`config.mk`:
```
export PLATFORM = sky130hd
export DESIGN_NAME = radix_xor_candidate_scorer_core_flat
export DESIGN_NICKNAME = d
export VERILOG_FILES = /design/src/rxcs_pkg.sv /design/src/rxcs_req_if.sv /design/src/rxcs_rsp_if.sv /design/src/rxcs_csr_if.sv /design/src/rxcs_ctrl.sv /design/src/rxcs_datapath.sv /design/src/radix_xor_candidate_scorer_core.sv /design/src/flat_wrapper.sv
export SDC_FILE = /design/constraint.sdc
export NUM_CORES = 1
export LEC_CHECK = 0
export ABC_AREA = 0
export BUFFER_PORTS_ARGS = -buffer_cell sky130_fd_sc_hd__buf_2
export CORE_ASPECT_RATIO = 0.5
export CORE_MARGIN = 2
export CORE_UTILIZATION = 59
export DETAILED_ROUTE_END_ITERATION = 8
export PLACE_DENSITY = 0.81
export SLEW_MARGIN = 40
export SYNTH_ARGS = -nofsm -noshare
export SYNTH_HDL_FRONTEND = slang
export SYNTH_SLANG_ARGS = --single-unit
```
`constraint.sdc`:
```
create_clock -name clock -period 26.3 [get_ports clock]
set_input_delay 3.945 -clock clock [delete_from_list [all_inputs] [get_ports clock]]
set_output_delay 3.945 -clock clock [all_outputs]
set_load 0.02 [all_outputs]
```
`src/rxcs_pkg.sv`:
```
package rxcs_pkg;

   localparam int RXCS_MAX_CHARS = 4096;

   localparam int CHAR_W   = 8;
   localparam int RADIX_W  = 6;
   localparam int KEY_W    = 8;
   localparam int ACC_W    = 9;
   localparam int SCORE_OUT_W = 16;
   localparam int CSR_IDX_W  = 1;
   localparam int CSR_DATA_W = 8;

   localparam logic [RADIX_W-1:0] RADIX_MIN   = 6'd1;
   localparam logic [RADIX_W-1:0] RADIX_MAX   = 6'd36;
   localparam logic [RADIX_W-1:0] RADIX_RESET = 6'd10;
   localparam logic [ACC_W-1:0]   ACC_SAT     = 9'd256;
   localparam logic [5:0]         DIGIT_NONE  = 6'd36;

   localparam logic [CSR_IDX_W-1:0] CSR_RADIX   = 1'b0;
   localparam logic [CSR_IDX_W-1:0] CSR_XOR_KEY = 1'b1;

   typedef enum logic [1:0] {
      STAT_OK   = 2'd0,
      STAT_OVER = 2'd1,
      STAT_BAD  = 2'd2
   } cand_status_type;

   typedef enum logic {
      CTRL_IDLE,
      CTRL_DIVIDE
   } ctrl_state_type;

   typedef struct packed {
      logic accept;
      logic div_step;
      logic div_finish;
   } ctrl_cmd_type;

   typedef struct packed {
      logic out_busy;
      logic message_end;
      logic div_done;
   } dp_status_type;

   // ASCII digit value: 0-9, then letters of either case give 10-35.
   function automatic logic [5:0] digit_of(input logic [CHAR_W-1:0] c);
      logic [5:0] d;
      d = DIGIT_NONE;
      if (c >= 8'h30 && c <= 8'h39) begin
         d = 6'(c - 8'h30);
      end else if (c >= 8'h61 && c <= 8'h7a) begin
         d = 6'(c - 8'h61 + 8'd10);
      end else if (c >= 8'h41 && c <= 8'h5a) begin
         d = 6'(c - 8'h41 + 8'd10);
      end
      return d;
   endfunction

   // Plausibility weight of one decrypted byte, -1 to +3.
   function automatic logic signed [2:0] byte_score(input logic [7:0] b);
      logic signed [2:0] s;
      s = (b >= 8'd32 && b <= 8'd126) ? 3'sd1 : -3'sd1;
      if ((b >= 8'h41 && b <= 8'h5a) || (b >= 8'h61 && b <= 8'h7a)) begin
         s = s + 3'sd2;
      end else if (b == 8'd32) begin
         s = s + 3'sd1;
      end
      return s;
   endfunction

endpackage

```
`src/rxcs_req_if.sv`:
```
interface rxcs_req_if import rxcs_pkg::*; ();
   logic              valid;
   logic              ready;
   logic [CHAR_W-1:0] ciphertext_char;
   logic              number_end;
   logic              message_end;

   modport source (output valid, output ciphertext_char, output number_end,
                   output message_end, input ready);
   modport sink   (input valid, input ciphertext_char, input number_end,
                   input message_end, output ready);
endinterface

```
`src/rxcs_rsp_if.sv`:
```
interface rxcs_rsp_if import rxcs_pkg::*; ();
   logic                          valid;
   logic                          ready;
   logic [7:0]                    plain_byte;
   logic [1:0]                    status;
   logic                          final_flag;
   logic signed [SCORE_OUT_W-1:0] final_score;

   modport source (output valid, output plain_byte, output status, output final_flag,
                   output final_score, input ready);
   modport sink   (input valid, input plain_byte, input status, input final_flag,
                   input final_score, output ready);
endinterface

```
`src/rxcs_csr_if.sv`:
```
interface rxcs_csr_if import rxcs_pkg::*; ();
   logic                  valid;
   logic                  ready;
   logic [CSR_IDX_W-1:0]  index;
   logic [CSR_DATA_W-1:0] data;

   modport source (output valid, output index, output data, input ready);
   modport sink   (input valid, input index, input data, output ready);
endinterface

```
`src/rxcs_ctrl.sv`:
```
module rxcs_ctrl import rxcs_pkg::*; (
   input  logic          clock,
   input  logic          reset,
   input  logic          req_valid,
   output logic          req_ready,
   input  dp_status_type dp_stat,
   output ctrl_cmd_type  cmd
);

   ctrl_state_type state_ff;
   ctrl_state_type state_in;

   always_ff @(posedge clock) begin
      if (reset) begin
         state_ff <= CTRL_IDLE;
      end else begin
         state_ff <= state_in;
      end
   end

   always_comb begin
      state_in       = state_ff;
      req_ready      = 1'b0;
      cmd.accept     = 1'b0;
      cmd.div_step   = 1'b0;
      cmd.div_finish = 1'b0;
      case (state_ff)
         CTRL_IDLE: begin
            req_ready  = !dp_stat.out_busy;
            cmd.accept = req_valid && !dp_stat.out_busy;
            if (cmd.accept && dp_stat.message_end) begin
               state_in = CTRL_DIVIDE;
            end
         end
         CTRL_DIVIDE: begin
            if (dp_stat.div_done) begin
               cmd.div_finish = 1'b1;
               state_in       = CTRL_IDLE;
            end else begin
               cmd.div_step = 1'b1;
            end
         end
         default: begin
            state_in = CTRL_IDLE;
         end
      endcase
   end

`ifndef ASSERT_OFF
   a_no_accept_while_dividing: assert property (@(posedge clock) disable iff (reset)
      state_ff == CTRL_DIVIDE |-> !req_ready)
      else $error("input accepted while the divider is busy");

   a_finish_returns_idle: assert property (@(posedge clock) disable iff (reset)
      cmd.div_finish |=> state_ff == CTRL_IDLE)
      else $error("controller did not return to idle after the final score");

   a_end_starts_divide: assert property (@(posedge clock) disable iff (reset)
      cmd.accept && dp_stat.message_end |=> state_ff == CTRL_DIVIDE)
      else $error("message end did not start the division");
`endif

endmodule

```
`src/rxcs_datapath.sv`:
```
module rxcs_datapath import rxcs_pkg::*; #(
   parameter int MAX_CHARS = RXCS_MAX_CHARS
) (
   input  logic                          clock,
   input  logic                          reset,
   input  ctrl_cmd_type                  cmd,
   output dp_status_type                 dp_stat,
   input  logic [CHAR_W-1:0]             in_char,
   input  logic                          in_number_end,
   input  logic                          in_message_end,
   input  logic                          csr_write,
   input  logic [CSR_IDX_W-1:0]          csr_index,
   input  logic [CSR_DATA_W-1:0]         csr_data,
   output logic                          out_valid,
   input  logic                          out_ready,
   output logic [7:0]                    out_plain_byte,
   output logic [1:0]                    out_status,
   output logic                          out_final_flag,
   output logic signed [SCORE_OUT_W-1:0] out_final_score
);

   localparam int MAG_W   = $clog2(3 * MAX_CHARS + 1);
   localparam int SCORE_W = MAG_W + 1;
   localparam int CNT_W   = $clog2(MAX_CHARS + 1);
   localparam int DCNT_W  = $clog2(MAG_W + 1);
   localparam int WIDE_W  = SCORE_W + 1 + SCORE_OUT_W;

   // configuration
   logic [RADIX_W-1:0] radix_ff, radix_in;
   logic [KEY_W-1:0]   key_ff, key_in;

   // message state
   logic [ACC_W-1:0]          acc_ff, acc_in;
   logic signed [SCORE_W-1:0] score_ff, score_in;
   cand_status_type           status_ff, status_in;
   logic [CNT_W-1:0]          count_ff, count_in;

   // divider
   logic [RADIX_W-1:0] rem_ff, rem_in;
   logic [MAG_W-1:0]   quo_ff, quo_in;
   logic               neg_ff, neg_in;
   logic [DCNT_W-1:0]  dcnt_ff, dcnt_in;

   // result register
   logic                          valid_ff, valid_in;
   logic [7:0]                    plain_ff, plain_in;
   cand_status_type               ostat_ff, ostat_in;
   logic                          final_ff, final_in;
   logic signed [SCORE_OUT_W-1:0] fscore_ff, fscore_in;

   // per-item decode and accumulate
   logic [5:0]                digit_raw;
   logic                      bad_digit;
   logic [5:0]                digit;
   logic [14:0]               product;
   logic [15:0]               acc_sum;
   logic [ACC_W-1:0]          acc_next;
   cand_status_type           status_digit;
   cand_status_type           status_end;
   logic                      over;
   logic [7:0]                value;
   logic                      scored;
   logic signed [2:0]         weight;
   logic signed [SCORE_W-1:0] score_upd;
   logic [SCORE_W-1:0]        score_neg;
   logic                      is_end;

   // divider step and final score
   logic [7:0]                trial;
   logic signed [SCORE_W-1:0] quo_signed;
   logic signed [SCORE_W:0]   quo_scaled;
   logic [WIDE_W-1:0]         quo_wide;

   logic [RADIX_W-1:0] csr_radix;

   always_comb begin
      csr_radix = csr_data[RADIX_W-1:0];
      if (csr_radix < RADIX_MIN) begin
         csr_radix = RADIX_MIN;
      end else if (csr_radix > RADIX_MAX) begin
         csr_radix = RADIX_MAX;
      end
   end

   always_comb begin
      radix_in = radix_ff;
      key_in   = key_ff;
      if (csr_write) begin
         case (csr_index)
            CSR_RADIX:   radix_in = csr_radix;
            CSR_XOR_KEY: key_in   = csr_data[KEY_W-1:0];
            default:     radix_in = radix_ff;
         endcase
      end
   end

   always_comb begin
      digit_raw    = digit_of(in_char);
      bad_digit    = digit_raw >= radix_ff;
      digit        = bad_digit ? 6'd0 : digit_raw;
      product      = {9'd0, radix_ff} * {6'd0, acc_ff};
      acc_sum      = {1'b0, product} + {10'd0, digit};
      acc_next     = (acc_sum > 16'd255) ? ACC_SAT : acc_sum[ACC_W-1:0];
      status_digit = (bad_digit && status_ff == STAT_OK) ? STAT_BAD : status_ff;
      over         = acc_next[ACC_W-1];
      value        = acc_next[7:0] ^ key_ff;
      status_end   = (over && status_digit == STAT_OK) ? STAT_OVER : status_digit;
      scored       = !over && (count_ff < CNT_W'(MAX_CHARS));
      weight       = byte_score(value);
      score_upd    = scored ? score_ff + {{(SCORE_W-3){weight[2]}}, weight} : score_ff;
      score_neg    = SCORE_W'(-score_upd);
      is_end       = in_number_end || in_message_end;
   end

   // Restoring division of the score magnitude by the radix, one bit a cycle.
   always_comb begin
      trial = {1'b0, rem_ff, quo_ff[MAG_W-1]} - {2'd0, radix_ff};
   end

   always_comb begin
      quo_signed = neg_ff ? SCORE_W'(-{1'b0, quo_ff}) : {1'b0, quo_ff};
      quo_scaled = (key_ff == '0) ? {quo_signed, 1'b0} : {quo_signed[SCORE_W-1], quo_signed};
      quo_wide   = {{SCORE_OUT_W{quo_scaled[SCORE_W]}}, quo_scaled};
   end

   always_comb begin
      acc_in    = acc_ff;
      score_in  = score_ff;
      status_in = status_ff;
      count_in  = count_ff;
      rem_in    = rem_ff;
      quo_in    = quo_ff;
      neg_in    = neg_ff;
      dcnt_in   = dcnt_ff;
      valid_in  = valid_ff && !out_ready;
      plain_in  = plain_ff;
      ostat_in  = ostat_ff;
      final_in  = final_ff;
      fscore_in = fscore_ff;

      if (cmd.accept) begin
         if (in_message_end) begin
            acc_in    = '0;
            score_in  = '0;
            status_in = STAT_OK;
            count_in  = '0;
            rem_in    = '0;
            neg_in    = score_upd[SCORE_W-1];
            quo_in    = score_upd[SCORE_W-1] ? score_neg[MAG_W-1:0]
                                             : score_upd[MAG_W-1:0];
            dcnt_in   = DCNT_W'(MAG_W);
         end else if (in_number_end) begin
            acc_in    = '0;
            score_in  = score_upd;
            status_in = status_end;
            count_in  = scored ? count_ff + 1'b1 : count_ff;
         end else begin
            acc_in    = acc_next;
            status_in = status_digit;
         end
         if (is_end) begin
            plain_in  = over ? 8'd0 : value;
            ostat_in  = status_end;
            final_in  = in_message_end;
            fscore_in = '0;
            // The message-end result is released once the final score is ready.
            valid_in  = !in_message_end;
         end
      end

      if (cmd.div_step) begin
         if (!trial[7]) begin
            rem_in = trial[RADIX_W-1:0];
         end else begin
            rem_in = {rem_ff[RADIX_W-2:0], quo_ff[MAG_W-1]};
         end
         quo_in  = {quo_ff[MAG_W-2:0], !trial[7]};
         dcnt_in = dcnt_ff - 1'b1;
      end

      if (cmd.div_finish) begin
         fscore_in = (ostat_ff == STAT_OK) ? quo_wide[SCORE_OUT_W-1:0] : '0;
         valid_in  = 1'b1;
      end
   end

   always_ff @(posedge clock) begin
      if (reset) begin
         radix_ff  <= RADIX_RESET;
         key_ff    <= '0;
         acc_ff    <= '0;
         score_ff  <= '0;
         status_ff <= STAT_OK;
         count_ff  <= '0;
         dcnt_ff   <= '0;
         valid_ff  <= 1'b0;
      end else begin
         radix_ff  <= radix_in;
         key_ff    <= key_in;
         acc_ff    <= acc_in;
         score_ff  <= score_in;
         status_ff <= status_in;
         count_ff  <= count_in;
         dcnt_ff   <= dcnt_in;
         valid_ff  <= valid_in;
      end
   end

   always_ff @(posedge clock) begin
      rem_ff    <= rem_in;
      quo_ff    <= quo_in;
      neg_ff    <= neg_in;
      plain_ff  <= plain_in;
      ostat_ff  <= ostat_in;
      final_ff  <= final_in;
      fscore_ff <= fscore_in;
   end

   assign dp_stat.out_busy    = valid_ff && !out_ready;
   assign dp_stat.message_end = in_message_end;
   assign dp_stat.div_done    = dcnt_ff == '0;

   assign out_valid       = valid_ff;
   assign out_plain_byte  = plain_ff;
   assign out_status      = ostat_ff;
   assign out_final_flag  = final_ff;
   assign out_final_score = fscore_ff;

`ifndef ASSERT_OFF
   a_acc_saturates: assert property (@(posedge clock) disable iff (reset)
      acc_ff <= ACC_SAT)
      else $error("digit accumulator exceeded its saturation value");

   a_radix_in_range: assert property (@(posedge clock) disable iff (reset)
      radix_ff >= RADIX_MIN && radix_ff <= RADIX_MAX)
      else $error("radix register left its legal range");

   a_count_bounded: assert property (@(posedge clock) disable iff (reset)
      count_ff <= CNT_W'(MAX_CHARS))
      else $error("scored byte count passed the length limit");

   a_finish_presents_final: assert property (@(posedge clock) disable iff (reset)
      cmd.div_finish |=> valid_ff && final_ff)
      else $error("final score not presented after division");
`endif

endmodule

```
`src/radix_xor_candidate_scorer_core.sv`:
```
// Channel  Port      Direction  Handshake    Payload
// input    req_chan  sink       valid/ready  ciphertext_char, number_end, message_end
// result   rsp_chan  source     valid/ready  plain_byte, status, final_flag, final_score
// config   csr_chan  sink       valid/ready  index (0 radix, 1 xor_key), data
//
// A character that does not end the message leaves its result, if any, in the output register
// the next cycle. A message-end character starts the one-bit-a-cycle divider, which divides the
// score magnitude by the radix over its M = $clog2(3*MAX_CHARS+1) bits (14 at the default);
// no item is accepted meanwhile.
// A held result stalls the input only while rsp_chan.ready is low.
// Reset is synchronous and restores radix 10, key 0 and an empty message.
module radix_xor_candidate_scorer_core import rxcs_pkg::*; #(
   parameter int MAX_CHARS = RXCS_MAX_CHARS
) (
   input  logic         clock,
   input  logic         reset,
   rxcs_req_if.sink     req_chan,
   rxcs_rsp_if.source   rsp_chan,
   rxcs_csr_if.sink     csr_chan
);

   ctrl_cmd_type  cmd;
   dp_status_type dp_stat;

   assign csr_chan.ready = 1'b1;

   rxcs_ctrl u_ctrl (
      .clock     (clock),
      .reset     (reset),
      .req_valid (req_chan.valid),
      .req_ready (req_chan.ready),
      .dp_stat   (dp_stat),
      .cmd       (cmd)
   );

   rxcs_datapath #(
      .MAX_CHARS (MAX_CHARS)
   ) u_datapath (
      .clock           (clock),
      .reset           (reset),
      .cmd             (cmd),
      .dp_stat         (dp_stat),
      .in_char         (req_chan.ciphertext_char),
      .in_number_end   (req_chan.number_end),
      .in_message_end  (req_chan.message_end),
      .csr_write       (csr_chan.valid),
      .csr_index       (csr_chan.index),
      .csr_data        (csr_chan.data),
      .out_valid       (rsp_chan.valid),
      .out_ready       (rsp_chan.ready),
      .out_plain_byte  (rsp_chan.plain_byte),
      .out_status      (rsp_chan.status),
      .out_final_flag  (rsp_chan.final_flag),
      .out_final_score (rsp_chan.final_score)
   );

endmodule
```
`src/flat_wrapper.sv`:
```
// flat-port wrapper written by rule: the top's interface ports become plain ports
module radix_xor_candidate_scorer_core_flat import rxcs_pkg::*;
#(
   parameter int MAX_CHARS = RXCS_MAX_CHARS
)
  (clock, reset, req_chan_valid, req_chan_ciphertext_char, req_chan_number_end, req_chan_message_end, req_chan_ready, rsp_chan_valid, rsp_chan_plain_byte, rsp_chan_status, rsp_chan_final_flag, rsp_chan_final_score, rsp_chan_ready, csr_chan_valid, csr_chan_index, csr_chan_data, csr_chan_ready);
  rxcs_req_if req_chan_i ();
  rxcs_rsp_if rsp_chan_i ();
  rxcs_csr_if csr_chan_i ();
  input  logic clock;
  input  logic reset;
  input wire logic [$bits(req_chan_i.valid)-1:0] req_chan_valid;
  input wire logic [$bits(req_chan_i.ciphertext_char)-1:0] req_chan_ciphertext_char;
  input wire logic [$bits(req_chan_i.number_end)-1:0] req_chan_number_end;
  input wire logic [$bits(req_chan_i.message_end)-1:0] req_chan_message_end;
  output wire logic [$bits(req_chan_i.ready)-1:0] req_chan_ready;
  output wire logic [$bits(rsp_chan_i.valid)-1:0] rsp_chan_valid;
  output wire logic [$bits(rsp_chan_i.plain_byte)-1:0] rsp_chan_plain_byte;
  output wire logic [$bits(rsp_chan_i.status)-1:0] rsp_chan_status;
  output wire logic [$bits(rsp_chan_i.final_flag)-1:0] rsp_chan_final_flag;
  output wire logic [$bits(rsp_chan_i.final_score)-1:0] rsp_chan_final_score;
  input wire logic [$bits(rsp_chan_i.ready)-1:0] rsp_chan_ready;
  input wire logic [$bits(csr_chan_i.valid)-1:0] csr_chan_valid;
  input wire logic [$bits(csr_chan_i.index)-1:0] csr_chan_index;
  input wire logic [$bits(csr_chan_i.data)-1:0] csr_chan_data;
  output wire logic [$bits(csr_chan_i.ready)-1:0] csr_chan_ready;
  assign req_chan_i.valid = req_chan_valid;
  assign req_chan_i.ciphertext_char = req_chan_ciphertext_char;
  assign req_chan_i.number_end = req_chan_number_end;
  assign req_chan_i.message_end = req_chan_message_end;
  assign req_chan_ready = req_chan_i.ready;
  assign rsp_chan_valid = rsp_chan_i.valid;
  assign rsp_chan_plain_byte = rsp_chan_i.plain_byte;
  assign rsp_chan_status = rsp_chan_i.status;
  assign rsp_chan_final_flag = rsp_chan_i.final_flag;
  assign rsp_chan_final_score = rsp_chan_i.final_score;
  assign rsp_chan_i.ready = rsp_chan_ready;
  assign csr_chan_i.valid = csr_chan_valid;
  assign csr_chan_i.index = csr_chan_index;
  assign csr_chan_i.data = csr_chan_data;
  assign csr_chan_ready = csr_chan_i.ready;
  radix_xor_candidate_scorer_core #(.MAX_CHARS(MAX_CHARS)) u_core (.clock(clock), .reset(reset), .req_chan(req_chan_i), .rsp_chan(rsp_chan_i), .csr_chan(csr_chan_i));
endmodule
```
==> metrics.md <==
| Metric | Value |
|---|---|
| Status | `finished clean` |
| YS warnings | `0` |
| Mapped Avg Cell Area | `8.56 um^2` |
| DRT antenna net count | `0` |
| Hold Vio Cnt, Final | `0` |
| RSZ-0062 raised after global routing | `no` |
| Initial antenna violation count | `0` |
| Cts hold-fix bufs | `0` |
| PortBufs | `52` |
| Max Root-Sink Buffers | `2` |
| Syn_nets | `1,183` |
| Initial Util | `61.5%` |
| Number of synthesized flops with an enable pin | `48` |
| Core box area | `14,700 um^2` |
| DP Worst Slack | `12.26 ns` |
| Fin Clk Skew | `0.0103 ns` |
| Most frequent cell after synthesis | `nand2_1` |
| Synth area leader | `edfxtp_1` |
| Residual DRC count | `0` |
| Synth cell count leaders | `nand2_1 (124), nor2_1 (114), a21oi_1 (72)` |
| Startpoint Class | `primary input` |
| Worst-Margin Slew | `between 0.6 and 0.7 ns` |
| Vias in the first global route | `roughly 7,500` |
| Die height | `91.5 um` |
| Peak supply drop | `0.0000341 V` |
| Global Route Usage Sum | `27.2%` |
| Vias/cell | `6.07` |
| Worst setup margin | `12.39 ns` |
| Final hold slack | `0.502 ns` |
| GR peak layer | `met2` |
| WL final | `21,300 um` |
| Crit. End Element | `register` |
| Max incr delay on CP | `~0.65 ns` |
| Global-route wire length before repair | `35,800 um` |
| Top delay family on crit path | `compound AO/OA/AOI/OAI gates` |
| DP HPWL | `16,500 um` |
| DR WL/cell | `roughly 17 um` |
| Rel. slew slack | `53.5%` |
| CP max stage cell | `or4b_2` |
| Syn Inst Count | `between 1,000 and 1,500` |
| Seq/Total Area, Yosys | `around 29%` |
| Final period util | `52.9%` |
| # diodes | `0` |
| Async set-reset flop share out of synthesis | `0%` |
| Synth unique cells | `84` |
| Slew Viols, Final | `0` |
| Synthesized flop and latch total | `107` |
| Setup TNS | `0 ns` |
| Synth Flop Type | `dfxtp_1` |
| Layout cells sized above 1 | `10.7%` |
| Grt ovf | `0` |
| I/O Pins | `54` |
| Initial drt markers | `between 500 and 600` |
| Cell count after placement | `~1,300` |
| Synth top area cells | `edfxtp_1 (16%), dfxtp_1 (13%), ha_1 (9.4%)` |
| M1 GR Usage | `35.7%` |
| CP most frequent cell | `a21oi_1` |
| Met2 Resource Use GR | `46.5%` |
| Area Overhead vs Synth | `7.24%` |
| Row count | `31` |
| CTS Buf Count | `9` |
| Worst EP required | `approximately 26 ns` |
| Non-Filler Instances | `about 1,300` |
| Final #Nets | `1,197` |
| Fillers | `1,261` |
| Power Total | `0.593 mW` |
| Leakage Power | `about 4.3 nW` |
| Critical path type | `primary input to register` |
| H-Tree Depth | `3` |
| Pwr/cell area | `61.1 nW/um^2` |
| Worst-path fanout max | `15` |
| Tmin final | `between 10 and 15 ns` |
| Worst EP arrival | `14.02 ns` |
| DR vias | `7,732` |
| Endpoints failing setup | `0` |
| GP Congestion | `0.986` |
| CTS tree | `done` |
| Max-cap viol count | `0` |
| Bufs and invs on worst path | `5` |
| Clock-pin transition on the worst setup and hold timing paths | `0.07 ns` |
| Top cell type's share of synthesized area | `about 16%` |
| Postcts setup bufs | `0` |
| 1st-pass router iterations | `5` |
| Die area | `16,400 um^2` |
| Worst skew pair latency | `approximately 0.36 ns` |
| Post-synthesis cell area | `9040 um^2` |
| Hold Crit Class | `register to register` |
| GR Layer Usage met3 | `3.81%` |
| Clock root buffer | `clkbuf_16` |
| Largest net degree at the start of global routing | `48` |
| Die Wd | `about 180 um` |
| Max Fclk | `71.9 MHz` |
| Post-CTS sizing | `0` |
| Clock sinks | `107` |
stage by stage:
step           cell area [um^2]  utilization [%]
6_report                   9700             66.0
2_1_floorplan              9040                -
4_1_cts                    9690             65.9
3_5_place_dp               9360             63.7
3_3_place_gp               9340             63.5
5_1_grt                    9700             66.0
worst reg2reg max path, delay by kind of cell, from the launching register on:
| family | cells | cell delay [ns] |
|---|---|---|
| and+or+nand+nor | 11 | 1.93 |
| buffers and inverters | 3 | 0.47 |
| xor gates and xnor gates | 4 | 0.64 |
| muxes | 1 | 0.26 |
| DFF | 1 | 0.67 |
| AOI/OAI and AO/OA | 7 | 1.91 |
| adders and majority gates | 7 | 3.21 |
sequential cells by signal (all words and copies together) (netlist names):
signal	count
u_core.u_ctrl.state_ff	1
u_core.u_datapath.radix_ff	6
u_core.u_datapath.count_ff	13
u_core.u_datapath.acc_ff	9
u_core.u_datapath.out_final_flag	1
u_core.u_datapath.rem_ff	6
u_core.u_datapath.out_valid	1
u_core.u_datapath.out_final_score	16
u_core.u_datapath.dcnt_ff	4
u_core.u_datapath.out_plain_byte	8
u_core.u_datapath.key_ff	8
u_core.u_datapath.status_ff	2
u_core.u_datapath.out_status	2
u_core.u_datapath.quo_ff	14
u_core.u_datapath.score_ff	15
u_core.u_datapath.neg_ff	1
where the power goes:
group	leakage, nW	switching [mW]	total [mW]	internal (mW)
Sequential	0.945	0.0206	0.221	0.200
Combinational	3.16	0.131	0.223	0.0914
Clock	0.159	0.0649	0.149	0.0844
layer usage:
| metal | up-vias | share of wire (%) |
|---|---|---|
| met4 | 0 | 2.2 |
| met1 | 3714 | 44 |
| met3 | 46 | 6.0 |
| met2 | 262 | 47 |
| li1 | 3710 | - |
| met5 | - | 0 |
final cells by class:
cell class | count | area, um^2 | share of cell area [%]
multi-input cells | 831 | 5960 | 61.5
flip-flops and latches | 107 | 2620 | 27.0
repair buffers | 55 | 289 | 2.98
inverters | 67 | 251 | 2.59
well taps | 198 | 248 | 2.55
clock buffers | 9 | 225 | 2.32
clock inverters | 7 | 101 | 1.05
cell usage in the layout (no fill, tap or decap), types with 4 or more instances in the layout:
master     instances
ha_1              68
nand3b_1           5
or2_2              6
and3_1            14
a21o_1             8
nand2b_1          11
nor3_1            21
nor2b_1           15
a31oi_1            5
a211oi_1          11
clkbuf_16          9
nor4_1             6
edfxtp_1          48
nor3b_1           11
xnor2_1           35
nand2_1          123
o21ai_0           29
a21oi_1           72
nor2_1           113
nand3_1           32
and2_1            27
a22oi_1           14
xor2_1            37
buf_2             51
nand4_1            8
inv_1             67
dfxtp_1           59
fa_1              34
a21oi_2            4
mux2i_1           18
or3_1              9
mux2_2             5
o31ai_1           14
worst paths after layout:
check | depth (start not counted) | endpoint | slack (ns) | start
worst min-delay path | 2 | u_core.u_datapath.count_ff[1] | 0.50 | u_core.u_datapath.count_ff[1]
worst min register to register | 2 | u_core.u_datapath.count_ff[1] | 0.50 | u_core.u_datapath.count_ff[1]
worst max-delay path | 46 | u_core.u_datapath.quo_ff[12] | 12.39 | req_chan_ciphertext_char[1]
worst max register to register | 33 | u_core.u_datapath.quo_ff[12] | 16.97 | u_core.u_datapath.radix_ff[1]
cells by family after synthesis:
logic type,synth area share (%)
AO/OA/AOI/OAI,15.4
XOR/XNOR,7.42
adder cells (fa/ha/maj),16.9
buffers and inverters,5.35
flip-flops,29.0
multiplexers,2.78
other,0.0415
AND/OR/NAND/NOR,23.1
(Power assumes the default switching activity.)
